===== config.mk =====
export PLATFORM = sky130hd
export DESIGN_NAME = fixed_timestep_scheduler
export DESIGN_NICKNAME = d
export VERILOG_FILES = /design/src/fts_pkg.sv /design/src/fixed_timestep_scheduler.sv /design/src/fts_front.sv /design/src/fts_queue.sv /design/src/fts_divider.sv /design/src/fts_back.sv
export SDC_FILE = /design/constraint.sdc
export NUM_CORES = 1
export LEC_CHECK = 0
export ABC_AREA = 1
export BUFFER_PORTS_ARGS = -buffer_cell sky130_fd_sc_hd__buf_2
export CAP_MARGIN = 0
export CORE_MARGIN = 3
export CORE_UTILIZATION = 45
export CTS_BUF_LIST = sky130_fd_sc_hd__clkbuf_4 sky130_fd_sc_hd__clkbuf_8 sky130_fd_sc_hd__clkbuf_16
export CTS_CLUSTER_DIAMETER = 100
export DETAILED_ROUTE_END_ITERATION = 7
export MAX_ROUTING_LAYER = met4
export PLACE_DENSITY = 0.71
export SYNTH_ARGS = -nofsm -noshare
export SYNTH_HDL_FRONTEND = slang
export SYNTH_SLANG_ARGS = --single-unit

===== constraint.sdc =====
create_clock -name clk_i -period 5.6 [get_ports clk_i]
set_clock_uncertainty 0.05 [all_clocks]
set_input_delay 0.56 -clock clk_i [delete_from_list [all_inputs] [get_ports clk_i]]
set_output_delay 0.56 -clock clk_i [all_outputs]
set_load 0.03 [all_outputs]

===== src/fts_pkg.sv =====
// Package for the fixed timestep scheduler: field widths, register codes, mode codes
// and reset values. No dependencies; every other file refers to it by scoped names.
package fts_pkg;

  // Defaults for the top level parameters.
  localparam int unsigned SubstepLimitDef = 32;
  localparam int unsigned TimeWidthDef    = 32;

  // Widths of the port fields.
  localparam int unsigned DeltaW    = 24;
  localparam int unsigned FixedW    = 20;
  localparam int unsigned SubstepsW = 6;
  localparam int unsigned ModeW     = 2;
  localparam int unsigned OutW      = 32;
  localparam int unsigned CfgIdxW   = 2;
  localparam int unsigned CfgDataW  = 20;

  // Entries of the queue between the front and back parts.
  localparam int unsigned QueueDepth = 2;

  typedef enum logic [CfgIdxW-1:0] {
    CFG_STEPPING_MODE = 2'd0,
    CFG_FIXED_STEP    = 2'd1,
    CFG_MAX_SUBSTEPS  = 2'd2
  } cfg_idx_e;

  typedef enum logic [ModeW-1:0] {
    MODE_VARIABLE   = 2'd0,
    MODE_FIXED      = 2'd1,
    MODE_SEMI_FIXED = 2'd2
  } mode_e;

  localparam logic [ModeW-1:0]     ModeReset        = MODE_FIXED;
  localparam logic [FixedW-1:0]    FixedStepReset   = 20'd16667;
  localparam logic [SubstepsW-1:0] MaxSubstepsReset = 6'd4;

endpackage


===== src/fixed_timestep_scheduler.sv =====
// Top level of the fixed timestep scheduler: front, queue, divider and back part.
// Depends on fts_pkg, fts_front, fts_queue, fts_divider and fts_back.
//
//   channel   direction  handshake                     payload
//   config    in         cfg_we_i (no wait)            cfg_idx_i, cfg_wdata_i
//   frame     in         frame_valid_i/frame_ready_o   frame_delta_i
//   step      out        step_valid_o/step_ready_i     step_ticks_o, has_step_o,
//                                                      is_last_o, leftover_ticks_o
//
// Sequence: a frame is popped, added to the accumulator and classified; each step then
// takes a check and a take, a last check ends the run and a flush sends the last result.
// Semi-fixed mode waits for the one-bit-a-cycle divider when the step widens.
// Reset clears the accumulator to zero and loads the register reset values.
// Stalls: the queue holds two frames while the back part works; a stalled step
// output holds the sequencer, and the front keeps taking frames until the queue fills.
module fixed_timestep_scheduler #(
  parameter int unsigned SubstepLimit = fts_pkg::SubstepLimitDef,
  parameter int unsigned TimeWidth    = fts_pkg::TimeWidthDef
) (
  input  logic                         clk_i,
  input  logic                         rst_ni,
  input  logic                         cfg_we_i,
  input  logic [fts_pkg::CfgIdxW-1:0]  cfg_idx_i,
  input  logic [fts_pkg::CfgDataW-1:0] cfg_wdata_i,
  input  logic                         frame_valid_i,
  output logic                         frame_ready_o,
  input  logic [fts_pkg::DeltaW-1:0]   frame_delta_i,
  output logic                         step_valid_o,
  input  logic                         step_ready_i,
  output logic [fts_pkg::OutW-1:0]     step_ticks_o,
  output logic                         has_step_o,
  output logic                         is_last_o,
  output logic [fts_pkg::OutW-1:0]     leftover_ticks_o
);

  // Substep count field and the product fixed_step * limit it scales.
  localparam int unsigned LimW   = $clog2(SubstepLimit + 1);
  localparam int unsigned ProdW  = fts_pkg::FixedW + LimW;
  localparam int unsigned EntryW = fts_pkg::DeltaW + fts_pkg::ModeW + fts_pkg::FixedW
                                   + LimW + ProdW;

  logic                 push_valid;
  logic                 push_ready;
  logic [EntryW-1:0]    push_data;
  logic                 pop_valid;
  logic                 pop_ready;
  logic [EntryW-1:0]    pop_data;
  logic                 div_start;
  logic [TimeWidth-1:0] div_dividend;
  logic [LimW-1:0]      div_divisor;
  logic                 div_done;
  logic [TimeWidth-1:0] div_quotient;

  // Register settings and classify each frame at its transfer.
  fts_front #(
    .SubstepLimit (SubstepLimit),
    .LimW         (LimW),
    .ProdW        (ProdW),
    .EntryW       (EntryW)
  ) u_front (
    .clk_i         (clk_i),
    .rst_ni        (rst_ni),
    .cfg_we_i      (cfg_we_i),
    .cfg_idx_i     (cfg_idx_i),
    .cfg_wdata_i   (cfg_wdata_i),
    .frame_valid_i (frame_valid_i),
    .frame_ready_o (frame_ready_o),
    .frame_delta_i (frame_delta_i),
    .push_valid_o  (push_valid),
    .push_ready_i  (push_ready),
    .push_data_o   (push_data)
  );

  // Decouple frame intake from step emission.
  fts_queue #(
    .Width (EntryW),
    .Depth (fts_pkg::QueueDepth)
  ) u_queue (
    .clk_i        (clk_i),
    .rst_ni       (rst_ni),
    .push_valid_i (push_valid),
    .push_ready_o (push_ready),
    .push_data_i  (push_data),
    .pop_valid_o  (pop_valid),
    .pop_ready_i  (pop_ready),
    .pop_data_o   (pop_data)
  );

  // Widened semi-fixed step: accumulator / limit.
  fts_divider #(
    .TimeWidth    (TimeWidth),
    .SubstepLimit (SubstepLimit),
    .LimW         (LimW)
  ) u_divider (
    .clk_i      (clk_i),
    .rst_ni     (rst_ni),
    .start_i    (div_start),
    .dividend_i (div_dividend),
    .divisor_i  (div_divisor),
    .done_o     (div_done),
    .quotient_o (div_quotient)
  );

  // Advance the accumulator and emit the run of steps for one frame.
  fts_back #(
    .TimeWidth    (TimeWidth),
    .SubstepLimit (SubstepLimit),
    .LimW         (LimW),
    .ProdW        (ProdW),
    .EntryW       (EntryW)
  ) u_back (
    .clk_i            (clk_i),
    .rst_ni           (rst_ni),
    .pop_valid_i      (pop_valid),
    .pop_ready_o      (pop_ready),
    .pop_data_i       (pop_data),
    .div_start_o      (div_start),
    .div_dividend_o   (div_dividend),
    .div_divisor_o    (div_divisor),
    .div_done_i       (div_done),
    .div_quotient_i   (div_quotient),
    .step_valid_o     (step_valid_o),
    .step_ready_i     (step_ready_i),
    .step_ticks_o     (step_ticks_o),
    .has_step_o       (has_step_o),
    .is_last_o        (is_last_o),
    .leftover_ticks_o (leftover_ticks_o)
  );

endmodule


===== src/fts_front.sv =====
// Front part of the fixed timestep scheduler: configuration registers and frame intake.
// Classifies each frame with the current settings and hands it to the queue. Uses fts_pkg.
module fts_front #(
  parameter int unsigned SubstepLimit = fts_pkg::SubstepLimitDef,
  parameter int unsigned LimW         = $clog2(SubstepLimit + 1),
  parameter int unsigned ProdW        = fts_pkg::FixedW + LimW,
  parameter int unsigned EntryW       = fts_pkg::DeltaW + fts_pkg::ModeW + fts_pkg::FixedW
                                        + LimW + ProdW
) (
  input  logic                         clk_i,
  input  logic                         rst_ni,
  input  logic                         cfg_we_i,
  input  logic [fts_pkg::CfgIdxW-1:0]  cfg_idx_i,
  input  logic [fts_pkg::CfgDataW-1:0] cfg_wdata_i,
  input  logic                         frame_valid_i,
  output logic                         frame_ready_o,
  input  logic [fts_pkg::DeltaW-1:0]   frame_delta_i,
  output logic                         push_valid_o,
  input  logic                         push_ready_i,
  output logic [EntryW-1:0]            push_data_o
);

  localparam int unsigned ClW = (LimW > fts_pkg::SubstepsW) ? LimW : fts_pkg::SubstepsW;

  logic [fts_pkg::ModeW-1:0]     mode_q;
  logic [fts_pkg::FixedW-1:0]    fixed_q;
  logic [fts_pkg::SubstepsW-1:0] substeps_q;

  logic [fts_pkg::FixedW-1:0] fixed_eff;
  logic [ClW-1:0]             substeps_ext;
  logic [ClW-1:0]             limit_max;
  logic [ClW-1:0]             limit_clamped;
  logic [LimW-1:0]            limit;
  logic [ProdW-1:0]           prod;

  always_ff @(posedge clk_i or negedge rst_ni) begin
    if (!rst_ni) begin
      mode_q     <= fts_pkg::ModeReset;
      fixed_q    <= fts_pkg::FixedStepReset;
      substeps_q <= fts_pkg::MaxSubstepsReset;
    end else if (cfg_we_i) begin
      case (cfg_idx_i)
        fts_pkg::CFG_STEPPING_MODE: mode_q     <= cfg_wdata_i[fts_pkg::ModeW-1:0];
        fts_pkg::CFG_FIXED_STEP:    fixed_q    <= cfg_wdata_i[fts_pkg::FixedW-1:0];
        fts_pkg::CFG_MAX_SUBSTEPS:  substeps_q <= cfg_wdata_i[fts_pkg::SubstepsW-1:0];
        default: ;
      endcase
    end
  end

  // Treat a zero step as one tick; clamp the substep count to 1..SubstepLimit.
  always_comb begin
    fixed_eff    = (fixed_q == '0) ? fts_pkg::FixedW'(1) : fixed_q;
    substeps_ext = ClW'(substeps_q);
    limit_max    = ClW'(SubstepLimit);
    if (substeps_ext == '0) begin
      limit_clamped = ClW'(1);
    end else if (substeps_ext > limit_max) begin
      limit_clamped = limit_max;
    end else begin
      limit_clamped = substeps_ext;
    end
    limit = LimW'(limit_clamped);
    prod  = ProdW'(fixed_eff) * ProdW'(limit);
  end

  assign frame_ready_o = push_ready_i;
  assign push_valid_o  = frame_valid_i;
  assign push_data_o   = {frame_delta_i, mode_q, fixed_eff, limit, prod};

endmodule


===== src/fts_queue.sv =====
// Short FIFO between the front and back parts of the fixed timestep scheduler.
// Generic width and depth; registers only. Uses fts_pkg for the default depth.
module fts_queue #(
  parameter int unsigned Width = 8,
  parameter int unsigned Depth = fts_pkg::QueueDepth
) (
  input  logic             clk_i,
  input  logic             rst_ni,
  input  logic             push_valid_i,
  output logic             push_ready_o,
  input  logic [Width-1:0] push_data_i,
  output logic             pop_valid_o,
  input  logic             pop_ready_i,
  output logic [Width-1:0] pop_data_o
);

  localparam int unsigned PtrW = (Depth > 1) ? $clog2(Depth) : 1;
  localparam int unsigned CntW = $clog2(Depth + 1);

  logic [Width-1:0] mem_q [Depth];
  logic [PtrW-1:0]  wr_q;
  logic [PtrW-1:0]  rd_q;
  logic [CntW-1:0]  cnt_q;
  logic             push;
  logic             pop;

  assign push_ready_o = (cnt_q != CntW'(Depth));
  assign pop_valid_o  = (cnt_q != '0);
  assign push         = push_valid_i && push_ready_o;
  assign pop          = pop_valid_o && pop_ready_i;
  assign pop_data_o   = mem_q[rd_q];

  always_ff @(posedge clk_i or negedge rst_ni) begin
    if (!rst_ni) begin
      wr_q  <= '0;
      rd_q  <= '0;
      cnt_q <= '0;
    end else begin
      if (push) begin
        wr_q <= (wr_q == PtrW'(Depth - 1)) ? '0 : wr_q + PtrW'(1);
      end
      if (pop) begin
        rd_q <= (rd_q == PtrW'(Depth - 1)) ? '0 : rd_q + PtrW'(1);
      end
      if (push && !pop) begin
        cnt_q <= cnt_q + CntW'(1);
      end else if (pop && !push) begin
        cnt_q <= cnt_q - CntW'(1);
      end
    end
  end

  always_ff @(posedge clk_i) begin
    if (push) begin
      mem_q[wr_q] <= push_data_i;
    end
  end

endmodule


===== src/fts_divider.sv =====
// Restoring divider for the fixed timestep scheduler: accumulator / substep limit,
// one quotient bit per cycle. Uses fts_pkg for parameter defaults.
module fts_divider #(
  parameter int unsigned TimeWidth    = fts_pkg::TimeWidthDef,
  parameter int unsigned SubstepLimit = fts_pkg::SubstepLimitDef,
  parameter int unsigned LimW         = $clog2(SubstepLimit + 1)
) (
  input  logic                 clk_i,
  input  logic                 rst_ni,
  input  logic                 start_i,
  input  logic [TimeWidth-1:0] dividend_i,
  input  logic [LimW-1:0]      divisor_i,
  output logic                 done_o,
  output logic [TimeWidth-1:0] quotient_o
);

  localparam int unsigned CntW = $clog2(TimeWidth + 1);

  logic                 busy_q;
  logic                 done_q;
  logic [CntW-1:0]      cnt_q;
  logic [LimW-1:0]      rem_q;
  logic [LimW-1:0]      rem_d;
  logic [TimeWidth-1:0] quo_q;
  logic [LimW:0]        shifted;
  logic [LimW:0]        diff;
  logic                 fits;

  // Shift in the next dividend bit and subtract the divisor if it fits.
  always_comb begin
    shifted = {rem_q, quo_q[TimeWidth-1]};
    diff    = shifted - {1'b0, divisor_i};
    fits    = (shifted >= {1'b0, divisor_i});
    rem_d   = fits ? diff[LimW-1:0] : shifted[LimW-1:0];
  end

  always_ff @(posedge clk_i or negedge rst_ni) begin
    if (!rst_ni) begin
      busy_q <= 1'b0;
      done_q <= 1'b0;
      cnt_q  <= '0;
      rem_q  <= '0;
      quo_q  <= '0;
    end else if (start_i) begin
      busy_q <= 1'b1;
      done_q <= 1'b0;
      cnt_q  <= CntW'(TimeWidth);
      rem_q  <= '0;
      quo_q  <= dividend_i;
    end else if (busy_q) begin
      quo_q <= {quo_q[TimeWidth-2:0], fits};
      rem_q <= rem_d;
      cnt_q <= cnt_q - CntW'(1);
      if (cnt_q == CntW'(1)) begin
        busy_q <= 1'b0;
        done_q <= 1'b1;
      end
    end else begin
      done_q <= 1'b0;
    end
  end

  assign done_o     = done_q;
  assign quotient_o = quo_q;

endmodule


===== src/fts_back.sv =====
// Back part of the fixed timestep scheduler: time accumulator, step sequencer and
// output register. Takes classified frames from the queue. Uses fts_pkg; drives fts_divider through its ports.
module fts_back #(
  parameter int unsigned TimeWidth    = fts_pkg::TimeWidthDef,
  parameter int unsigned SubstepLimit = fts_pkg::SubstepLimitDef,
  parameter int unsigned LimW         = $clog2(SubstepLimit + 1),
  parameter int unsigned ProdW        = fts_pkg::FixedW + LimW,
  parameter int unsigned EntryW       = fts_pkg::DeltaW + fts_pkg::ModeW + fts_pkg::FixedW
                                        + LimW + ProdW
) (
  input  logic                       clk_i,
  input  logic                       rst_ni,
  input  logic                       pop_valid_i,
  output logic                       pop_ready_o,
  input  logic [EntryW-1:0]          pop_data_i,
  output logic                       div_start_o,
  output logic [TimeWidth-1:0]       div_dividend_o,
  output logic [LimW-1:0]            div_divisor_o,
  input  logic                       div_done_i,
  input  logic [TimeWidth-1:0]       div_quotient_i,
  output logic                       step_valid_o,
  input  logic                       step_ready_i,
  output logic [fts_pkg::OutW-1:0]   step_ticks_o,
  output logic                       has_step_o,
  output logic                       is_last_o,
  output logic [fts_pkg::OutW-1:0]   leftover_ticks_o
);

  localparam int unsigned StepW = (TimeWidth > fts_pkg::FixedW) ? TimeWidth : fts_pkg::FixedW;
  localparam int unsigned CmpW  = (TimeWidth > ProdW) ? TimeWidth : ProdW;
  localparam int unsigned SumW  = ((TimeWidth > fts_pkg::DeltaW) ? TimeWidth
                                                                 : fts_pkg::DeltaW) + 1;
  localparam int unsigned CntW  = LimW + 1;
  localparam logic [SumW-1:0] TimeMax = SumW'({TimeWidth{1'b1}});

  typedef enum logic [2:0] {
    ST_IDLE,
    ST_ADD,
    ST_DECIDE,
    ST_DIV,
    ST_CHECK,
    ST_TAKE,
    ST_FLUSH
  } state_e;

  logic [fts_pkg::DeltaW-1:0] e_delta;
  logic [fts_pkg::ModeW-1:0]  e_mode;
  logic [fts_pkg::FixedW-1:0] e_fixed;
  logic [LimW-1:0]            e_limit;
  logic [ProdW-1:0]           e_prod;

  state_e                     state_q;
  fts_pkg::mode_e             mode_q;
  logic [fts_pkg::DeltaW-1:0] delta_q;
  logic [fts_pkg::FixedW-1:0] fixed_q;
  logic [LimW-1:0]            limit_q;
  logic [ProdW-1:0]           prod_q;
  logic [TimeWidth-1:0]       acc_q;
  logic [StepW-1:0]           step_q;
  logic [CntW-1:0]            n_q;
  logic                       pend_v_q;
  logic [TimeWidth-1:0]       pend_step_q;
  logic [TimeWidth-1:0]       pend_left_q;
  logic                       div_start_q;
  logic                       out_v_q;
  logic [fts_pkg::OutW-1:0]   out_step_q;
  logic                       out_has_q;
  logic                       out_last_q;
  logic [fts_pkg::OutW-1:0]   out_left_q;

  logic [SumW-1:0]      sum;
  logic [TimeWidth-1:0] acc_sat;
  logic [StepW-1:0]     fixed_s;
  logic [StepW-1:0]     acc_s;
  logic [StepW-1:0]     min_step;
  logic                 need_widen;
  logic                 cont;
  logic [StepW-1:0]     take_s;
  logic [TimeWidth-1:0] take_t;
  logic [TimeWidth-1:0] acc_next;
  logic                 out_free;
  logic                 out_load;
  logic                 div_start_d;

  assign {e_delta, e_mode, e_fixed, e_limit, e_prod} = pop_data_i;

  always_comb begin
    sum        = SumW'(acc_q) + SumW'(delta_q);
    acc_sat    = (sum > TimeMax) ? '1 : sum[TimeWidth-1:0];
    fixed_s    = StepW'(fixed_q);
    acc_s      = StepW'(acc_q);
    min_step   = fixed_s >> 2;
    need_widen = (CmpW'(prod_q) < CmpW'(acc_q));
    case (mode_q)
      fts_pkg::MODE_FIXED: begin
        cont   = (acc_s >= fixed_s) && (n_q < CntW'(limit_q));
        take_s = fixed_s;
      end
      fts_pkg::MODE_SEMI_FIXED: begin
        cont   = (acc_s > min_step) && (n_q <= CntW'(limit_q));
        take_s = (step_q < acc_s) ? step_q : acc_s;
      end
      default: begin
        cont   = 1'b0;
        take_s = '0;
      end
    endcase
    take_t   = TimeWidth'(take_s);
    acc_next = acc_q - take_t;
    out_free = !out_v_q || step_ready_i;
    // The output register takes a new result this cycle.
    out_load = out_free && (((state_q == ST_TAKE) && pend_v_q) || (state_q == ST_FLUSH));
    div_start_d = (state_q == ST_DECIDE) && (mode_q == fts_pkg::MODE_SEMI_FIXED)
                  && need_widen;
  end

  always_ff @(posedge clk_i or negedge rst_ni) begin
    if (!rst_ni) begin
      state_q     <= ST_IDLE;
      mode_q      <= fts_pkg::MODE_FIXED;
      delta_q     <= '0;
      fixed_q     <= '0;
      limit_q     <= '0;
      prod_q      <= '0;
      acc_q       <= '0;
      step_q      <= '0;
      n_q         <= '0;
      pend_v_q    <= 1'b0;
      pend_step_q <= '0;
      pend_left_q <= '0;
      div_start_q <= 1'b0;
      out_v_q     <= 1'b0;
      out_step_q  <= '0;
      out_has_q   <= 1'b0;
      out_last_q  <= 1'b0;
      out_left_q  <= '0;
    end else begin
      div_start_q <= div_start_d;
      if (out_v_q && step_ready_i && !out_load) begin
        out_v_q <= 1'b0;
      end
      case (state_q)
        ST_IDLE: begin
          if (pop_valid_i) begin
            delta_q  <= e_delta;
            mode_q   <= fts_pkg::mode_e'(e_mode);
            fixed_q  <= e_fixed;
            limit_q  <= e_limit;
            prod_q   <= e_prod;
            n_q      <= '0;
            pend_v_q <= 1'b0;
            state_q  <= ST_ADD;
          end
        end
        ST_ADD: begin
          acc_q   <= acc_sat;
          state_q <= ST_DECIDE;
        end
        ST_DECIDE: begin
          case (mode_q)
            fts_pkg::MODE_VARIABLE: begin
              pend_v_q    <= 1'b1;
              pend_step_q <= acc_q;
              pend_left_q <= '0;
              acc_q       <= '0;
              state_q     <= ST_FLUSH;
            end
            fts_pkg::MODE_SEMI_FIXED: begin
              if (need_widen) begin
                state_q <= ST_DIV;
              end else begin
                step_q  <= fixed_s;
                state_q <= ST_CHECK;
              end
            end
            default: begin
              state_q <= ST_CHECK;
            end
          endcase
        end
        ST_DIV: begin
          if (div_done_i) begin
            step_q  <= StepW'(div_quotient_i);
            state_q <= ST_CHECK;
          end
        end
        ST_CHECK: begin
          state_q <= cont ? ST_TAKE : ST_FLUSH;
        end
        ST_TAKE: begin
          // A further step is due, so the held step is not the frame's last.
          if (!pend_v_q || out_free) begin
            if (pend_v_q) begin
              out_v_q    <= 1'b1;
              out_step_q <= fts_pkg::OutW'(pend_step_q);
              out_has_q  <= 1'b1;
              out_last_q <= 1'b0;
              out_left_q <= fts_pkg::OutW'(pend_left_q);
            end
            pend_v_q    <= 1'b1;
            pend_step_q <= take_t;
            pend_left_q <= acc_next;
            acc_q       <= acc_next;
            n_q         <= n_q + CntW'(1);
            state_q     <= ST_CHECK;
          end
        end
        ST_FLUSH: begin
          if (out_free) begin
            out_v_q    <= 1'b1;
            out_last_q <= 1'b1;
            if (pend_v_q) begin
              out_step_q <= fts_pkg::OutW'(pend_step_q);
              out_has_q  <= 1'b1;
              out_left_q <= fts_pkg::OutW'(pend_left_q);
            end else begin
              out_step_q <= '0;
              out_has_q  <= 1'b0;
              out_left_q <= fts_pkg::OutW'(acc_q);
            end
            pend_v_q <= 1'b0;
            state_q  <= ST_IDLE;
          end
        end
        default: begin
          state_q <= ST_IDLE;
        end
      endcase
    end
  end

  assign pop_ready_o      = (state_q == ST_IDLE);
  assign div_start_o      = div_start_q;
  assign div_dividend_o   = acc_q;
  assign div_divisor_o    = limit_q;
  assign step_valid_o     = out_v_q;
  assign step_ticks_o     = out_step_q;
  assign has_step_o       = out_has_q;
  assign is_last_o        = out_last_q;
  assign leftover_ticks_o = out_left_q;

endmodule


## After elaboration in Yosys (flattened, before gate mapping)

Memory sizes are Yosys's and may differ from the RTL's. A register that Yosys moved wholly into a read port is not among the register bits.
Cells that the tools add are included.

- Bits in writable memories: 156
- Register bits after elaboration: 285
- Bits of input ports: 51
- Memories: 1

- Muxes and demuxes: 77
- Eq/ne operators: 21
- Order comparisons: 9
- $add $sub $neg: 9
- Multipliers: 1
- Reduce and logical (&&, ||, !) cells: 46

Memory list:

| memory | words | width | read ports | clocked after Yosys merged registers in | write ports | RTL line | text |
|---|---|---|---|---|---|---|---|
| u_queue.mem_q | 2 | 78 | 1 | 1 | 1 | fts_queue.sv:20 | `logic [Width-1:0] mem_q [Depth];` |

Operator list:

| cell | number |
|---|---|
| 32-bit 2-to-1 mux | 19 |
| 32-bit case mux with 2 select lines | 6 |
| 32-bit case mux with 3 select lines | 1 |
| 6-bit 2-to-1 mux | 7 |
| 32-bit by 24-bit adder with 33-bit output | 1 |
| 33-bit by 32-bit greater-than comparator with 1-bit output, second input constant | 1 |
| 32-bit by 20-bit >= comparator with 1-bit output | 1 |
| 32-bit by 18-bit greater-than comparator with 1-bit output | 1 |
| 26-bit by 32-bit < comparator with 1-bit output | 1 |
| 32-bit < comparator | 1 |
| 32-bit subtractor | 1 |
| 20-bit by 6-bit multiplier with 26-bit output | 1 |
| 1-bit 2-to-1 mux | 25 |
| 3-bit case mux with 7 select lines | 1 |
| 20-bit zero test | 1 |
| 20-bit 2-to-1 mux | 1 |
| 3-bit 2-to-1 mux | 5 |
| 7-bit 2-to-1 mux | 2 |
| 7-bit case mux with 2 select lines | 1 |
| 2-bit nonzero test | 7 |
| 1-bit logical AND | 12 |
| 2-bit != test, second input constant | 6 |
| 4-bit AND reduction | 3 |
| 3-bit == test, second input constant | 3 |
| 31 further kinds | 55 |

## Depth between registers and ports, before layout

- Depth in word-level cells: 10
- Gate-level depth with buffers: 34
- Mapped depth without buffers: 33

## Hierarchy

Synthesis repeated with hierarchy kept, for this count alone.

- Cell total of the unflattened synthesis: 4081
- Area, all modules: 32581.2 sq um

Modules (own cells, without submodules):

| module | cells each | instances | area each (sq um) |
|---|---|---|---|
| fts_back | 2505 | 1 | 18492.7 |
| fts_queue | 436 | 1 | 5891.9 |
| fts_front | 848 | 1 | 5665.4 |
| fts_divider | 292 | 1 | 2531.2 |

## Worst setup path after synthesis

No wires, ideal clock.

- Kind: flip-flop to flip-flop
- Start point: reg u_front.substeps_q, in the netlist u_front.substeps_ext[5]
- End point: mem u_queue.mem_q[0][23] in the netlist's numbering (data pin)
- Path slack: 875 ps
- Stages on the path, launching flop included: 21
- Arrival time: 4413 ps
- Cells stage by stage: dfrtp_1 clkbuf_1 nor2_1 clkinv_1 clkbuf_1 nor2_1 fa_1 fa_1 inv_1 fa_1 inv_1 ha_1 a21oi_1 nand2_1 a211oi_1 nor2_1 a21oi_1 o21ai_0 nand3_1 nand2_1 xor2_1

- Cells in the longest elaborated chain, start to end: 4
- Elaborated cells on any way between the ends: 5

Ends and longest elaborated chain:

| item | RTL line | text |
|---|---|---|
| start, declared | fts_front.sv:27 | `logic [fts_pkg::SubstepsW-1:0] substeps_q;` |
| start signal, assigned | fts_front.sv:40 | `substeps_q <= fts_pkg::MaxSubstepsReset;` |
| start signal, assigned | fts_front.sv:45 | `fts_pkg::CFG_MAX_SUBSTEPS: substeps_q <= cfg_wdata_i[fts_pkg::SubstepsW-1:0];` |
| 6-bit greater-than comparator | fts_front.sv:58 | `end else if (substeps_ext > limit_max) begin` |
| 6-bit 2-to-1 mux | fts_front.sv:58 |  |
| 6-bit 2-to-1 mux (*) | fts_front.sv:56 | `if (substeps_ext == '0) begin` |
| named net push_data[30] | fixed_timestep_scheduler.sv:44 | `logic [EntryW-1:0] push_data;` |
| 20-bit by 6-bit multiplier with 26-bit output (*) | fts_front.sv:64 | `prod = ProdW'(fixed_eff) * ProdW'(limit);` |
| named net push_data[23] | fixed_timestep_scheduler.sv:44 |  |
| end, declared | fts_queue.sv:20 |  |

The timed path passes the listed nets; every way through them passes the cells marked *.

## Worst setup path in the final report

- Start point: reg u_front.substeps_q, in the netlist u_front.substeps_ext[0]
- End point: mem u_queue.mem_q[1][23] in the netlist's numbering (data pin)

Same word-level chain as after synthesis.

==> impl_metrics.env <==
export IMPL_total_power_w=0.0241
export IMPL_r2r_slack_ns=0.43
export IMPL_worst_slew_pin_slew_ns=0.941
export IMPL_fin_util_pct=51.1
export IMPL_slew_violations=0
export IMPL_grt_pass1_wl_mm=143
export IMPL_multi_input_area_sq_um=15400
export IMPL_via_count=26132
export IMPL_synth_most_common_cell="nand2_1"
export IMPL_track_usage_pct=25.5
export IMPL_drive_above_1_share_pct=10.5
export IMPL_antenna_found_initial=2
export IMPL_start_util_pct=45.6
export IMPL_rsz0062_at_grt="no"
export IMPL_drv_cap=0
export IMPL_slowest_delay_ns=0.54
export IMPL_portBuffers=118
export IMPL_r2r_cells=21
export IMPL_endpoint_kind="flip-flop"
export IMPL_crit_type="flip-flop to flip-flop"
export IMPL_avgSynthCellArea_sq_um=8.44
export IMPL_ys_dominant_reg_cell="dfrtp_1"
export IMPL_cp_cell_sequence="nor3_1 > nand4_1 > nand2_1 > clkinv_1 > buf_4 > nor2_1 > fa_1 > inv_1 > fa_1 > fa_1 > inv_1 > ha_1 > nand3_1 > nand2_1 > a211oi_1 > nor2_1 > a21oi_1 > o21ai_0 > nand3_1 > nand2_1 > xor2_1"
export IMPL_nets=4150
export IMPL_hpwl_mm=68.2
export IMPL_synth_edf_count=156
export IMPL_drtPass1Iterations=5
export IMPL_p_leak_nw=16.4
export IMPL_wirelength_mm=90.9
export IMPL_clk_pin_slew_ns=0.06
export IMPL_r2r_end="u_queue.mem_q[1][23]$_DFFE_PP_"
export IMPL_fin_crit_sh_pct=92.3
export IMPL_p_per_area_nw_per_um2=686
export IMPL_synth_area_top_cells="dfrtp_1 28%, edfxtp_1 15%, nand2_1 10%, ha_1 8.4%, nor2_1 5.7%"
export IMPL_h_tree_depth=2
export IMPL_finalSetupTns_ns=0
export IMPL_synthTopCellsByCount="831 x nand2_1, 479 x nor2_1, 376 x inv_1"
export IMPL_remaining_drc_errors=0
export IMPL_arrival_ns=5.59
export IMPL_placementRows=96
export IMPL_cts_tree="built"
export IMPL_maxSlewHeadroom_pct=37.3
export IMPL_post_place_ws_ns=0.401
export IMPL_dieWidth_um=270
export IMPL_core_area_sq_um=68700
export IMPL_synth_top_area_share_pct=28.3
export IMPL_ys_warnings_count=0
export IMPL_synth_largest_area_cell="dfrtp_1"
export IMPL_die_area_sq_um=72700
export IMPL_seq_area_sq_um=13800
export IMPL_grt_start_max_net_pins=135
export IMPL_ys_ff_latch=519
export IMPL_die_h_um=270
export IMPL_final_min_clock_period_ns=5.17
export IMPL_synthCells=3710
export IMPL_clk_latency_ns=0.65
export IMPL_post_cts_repair_setup_buffers=0
export IMPL_cp_num_buf_inv=4
export IMPL_syn_area_sq_um=31300
export IMPL_critPathLaunchType="flip-flop"
export IMPL_via_per_inst=5.45
export IMPL_final_area_sq_um=35100
export IMPL_async_reset_ff_share_pct=69.9
export IMPL_grt_overflow=0
export IMPL_ir_drop_v=0.000338
export IMPL_hold_path_endpoint="u_queue.mem_q[1][60]$_DFFE_PP_"
export IMPL_crit_family="adder cells"
export IMPL_path_max_fanout=12
export IMPL_finalHoldViolations=0
export IMPL_fin_ws_ns=0.431
export IMPL_hold_depth=1
export IMPL_routedWlPerCell_um=19.0
export IMPL_cts_sinks=519
export IMPL_drt_initial_drc_count=2267
export IMPL_postPlaceCellArea_sq_um=33100
export IMPL_grt_pass1_vias=24961
export IMPL_status="completed"
export IMPL_io_pins=119
export IMPL_min_from="frame_delta_i[6]"
export IMPL_setup_violations=0
export IMPL_synthesis_nets=4047
export IMPL_root_buffer="clkbuf_16"
export IMPL_gp_congestion=1.00
export IMPL_fmax_ghz=0.193
export IMPL_ant_nets=0
export IMPL_hp_class="input port to flip-flop"
export IMPL_area_growth_syn_to_layout_pct=12.2
export IMPL_cts_buffers=55
export IMPL_slowest_stage="fa_1"
export IMPL_worstReg2RegStart="u_front.substeps_ext[0]$_DFFE_PN0P_"
export IMPL_ys_seq_area_share_pct=44.0
export IMPL_fillers=6479
export IMPL_cp_required_ns=6.02
export IMPL_clockBufferDepth=3
export IMPL_synthDistinctLibCells=56
worst max-delay path by stage:
stage	slack, ns	to	cells after the start	from
after floorplan	0.88	u_queue.mem_q[0][23]$_DFFE_PP_	20	u_front.substeps_ext[5]$_DFFE_PN0P_
after global placement	0.47	u_queue.mem_q[0][22]$_DFFE_PP_	20	u_front.substeps_ext[0]$_DFFE_PN0P_
after detailed placement	0.40	u_queue.mem_q[0][22]$_DFFE_PP_	20	u_front.substeps_ext[0]$_DFFE_PN0P_
after CTS	0.38	u_queue.mem_q[1][22]$_DFFE_PP_	20	u_front.substeps_ext[3]$_DFFE_PN0P_
after global routing	0.03	u_queue.mem_q[1][23]$_DFFE_PP_	20	u_front.substeps_ext[0]$_DFFE_PN0P_
final	0.43	u_queue.mem_q[1][23]$_DFFE_PP_	21	u_front.substeps_ext[0]$_DFFE_PN0P_
sequential cells by signal, indices dropped and copies added (netlist names), 2 cells and up:
register / cells
u_back.delta_q: 24
u_back.div_dividend_o: 32
u_back.div_divisor_o: 6
u_back.fixed_q: 20
u_back.leftover_ticks_o: 32
u_back.mode_q: 2
u_back.n_q: 7
u_back.pend_left_q: 32
u_back.pend_step_q: 32
u_back.prod_q: 26
u_back.state_q: 3
u_back.step_q: 32
u_back.step_ticks_o: 32
u_divider.cnt_q: 6
u_divider.quotient_o: 32
u_divider.rem_q: 6
u_front.fixed_q: 20
u_front.mode_q: 2
u_front.substeps_ext: 6
u_queue.cnt_q: 2
u_queue.mem_q: 156
power by group:
group	internal, W	switching [W]	leakage, nW
clock	0.00231	0.00161	0.974
combinational	0.00442	0.00899	9.48
sequential	0.00571	0.00105	5.97
total	0.0124	0.0116	16.4
placed cells by master (no fill, tap or decap), drive strengths merged, types with 13 or more instances in the layout:
cell    count
dfrtp     354
o21ai     307
nand4      21
buf       206
o31ai      80
a31oi      55
nor4       16
a22oi      21
xor2       35
ha        210
nand3     139
clkinv     19
edfxtp    156
nand2     833
inv       393
o211ai     27
clkbuf     73
a21oi     234
nor3       33
fa         76
o21bai     13
nor2      482
layout make-up:
cell class / count / share of cell area (%)
antenna: 2 / 0.0143
clock buffer: 73 / 4.43
clock inverter: 31 / 1.20
inverter: 392 / 4.21
multi-input combinational: 2638 / 43.8
sequential: 519 / 39.3
tap: 931 / 3.32
timing repair buffer: 207 / 3.73
worst reg2reg max path, cell delays in order (launching register included):
cell	delay [ns]
dfrtp_1	0.39
nor3_1	0.25
nand4_1	0.12
nand2_1	0.22
clkinv_1	0.35
buf_4	0.28
nor2_1	0.11
fa_1	0.43
inv_1	0.08
fa_1	0.43
fa_1	0.54
inv_1	0.04
ha_1	0.34
nand3_1	0.09
nand2_1	0.11
a211oi_1	0.07
nor2_1	0.29
a21oi_1	0.20
o21ai_0	0.28
nand3_1	0.11
nand2_1	0.09
xor2_1	0.17
cells by family (layout without fill, tap and decap cells):
logic type               count (synthesis)  in the layout  synth area share [%]
other                                    0              2                     0
XOR/XNOR                                44             44                  1.23
adder cells (fa/ha/maj)                286            286                  13.3
AO/OA/AOI/OAI                          766            766                  14.7
flip-flops                             519            519                  44.0
multiplexers                             1              1                0.0320
buffers and inverters                  553            703                  6.90
AND/OR/NAND/NOR                       1541           1541                  19.8
routing by layer:
layer,vias to the layer above,global-route usage (%),routed length [um]
li1,12568,-,-
met1,12470,34.1,39900
met2,879,39.2,40700
met3,215,3.51,6000
met4,0,10.9,4310
met5,-,-,0
through the flow:
step,hold slack (ns),instances
floorplan,0.214,3710
global placement,0.403,4686
detailed placement,0.407,4686
CTS,0.0270,4791
global route,0.0398,4793
finish,0.0606,4793
repair_timing:
action	CTS	global route
hold buffers	1	0
setup endpoints to repair	0	4
hold endpoints to repair	95	0
gates resized for setup	0	1
Note: power is estimated with default switching activity, not from simulation.
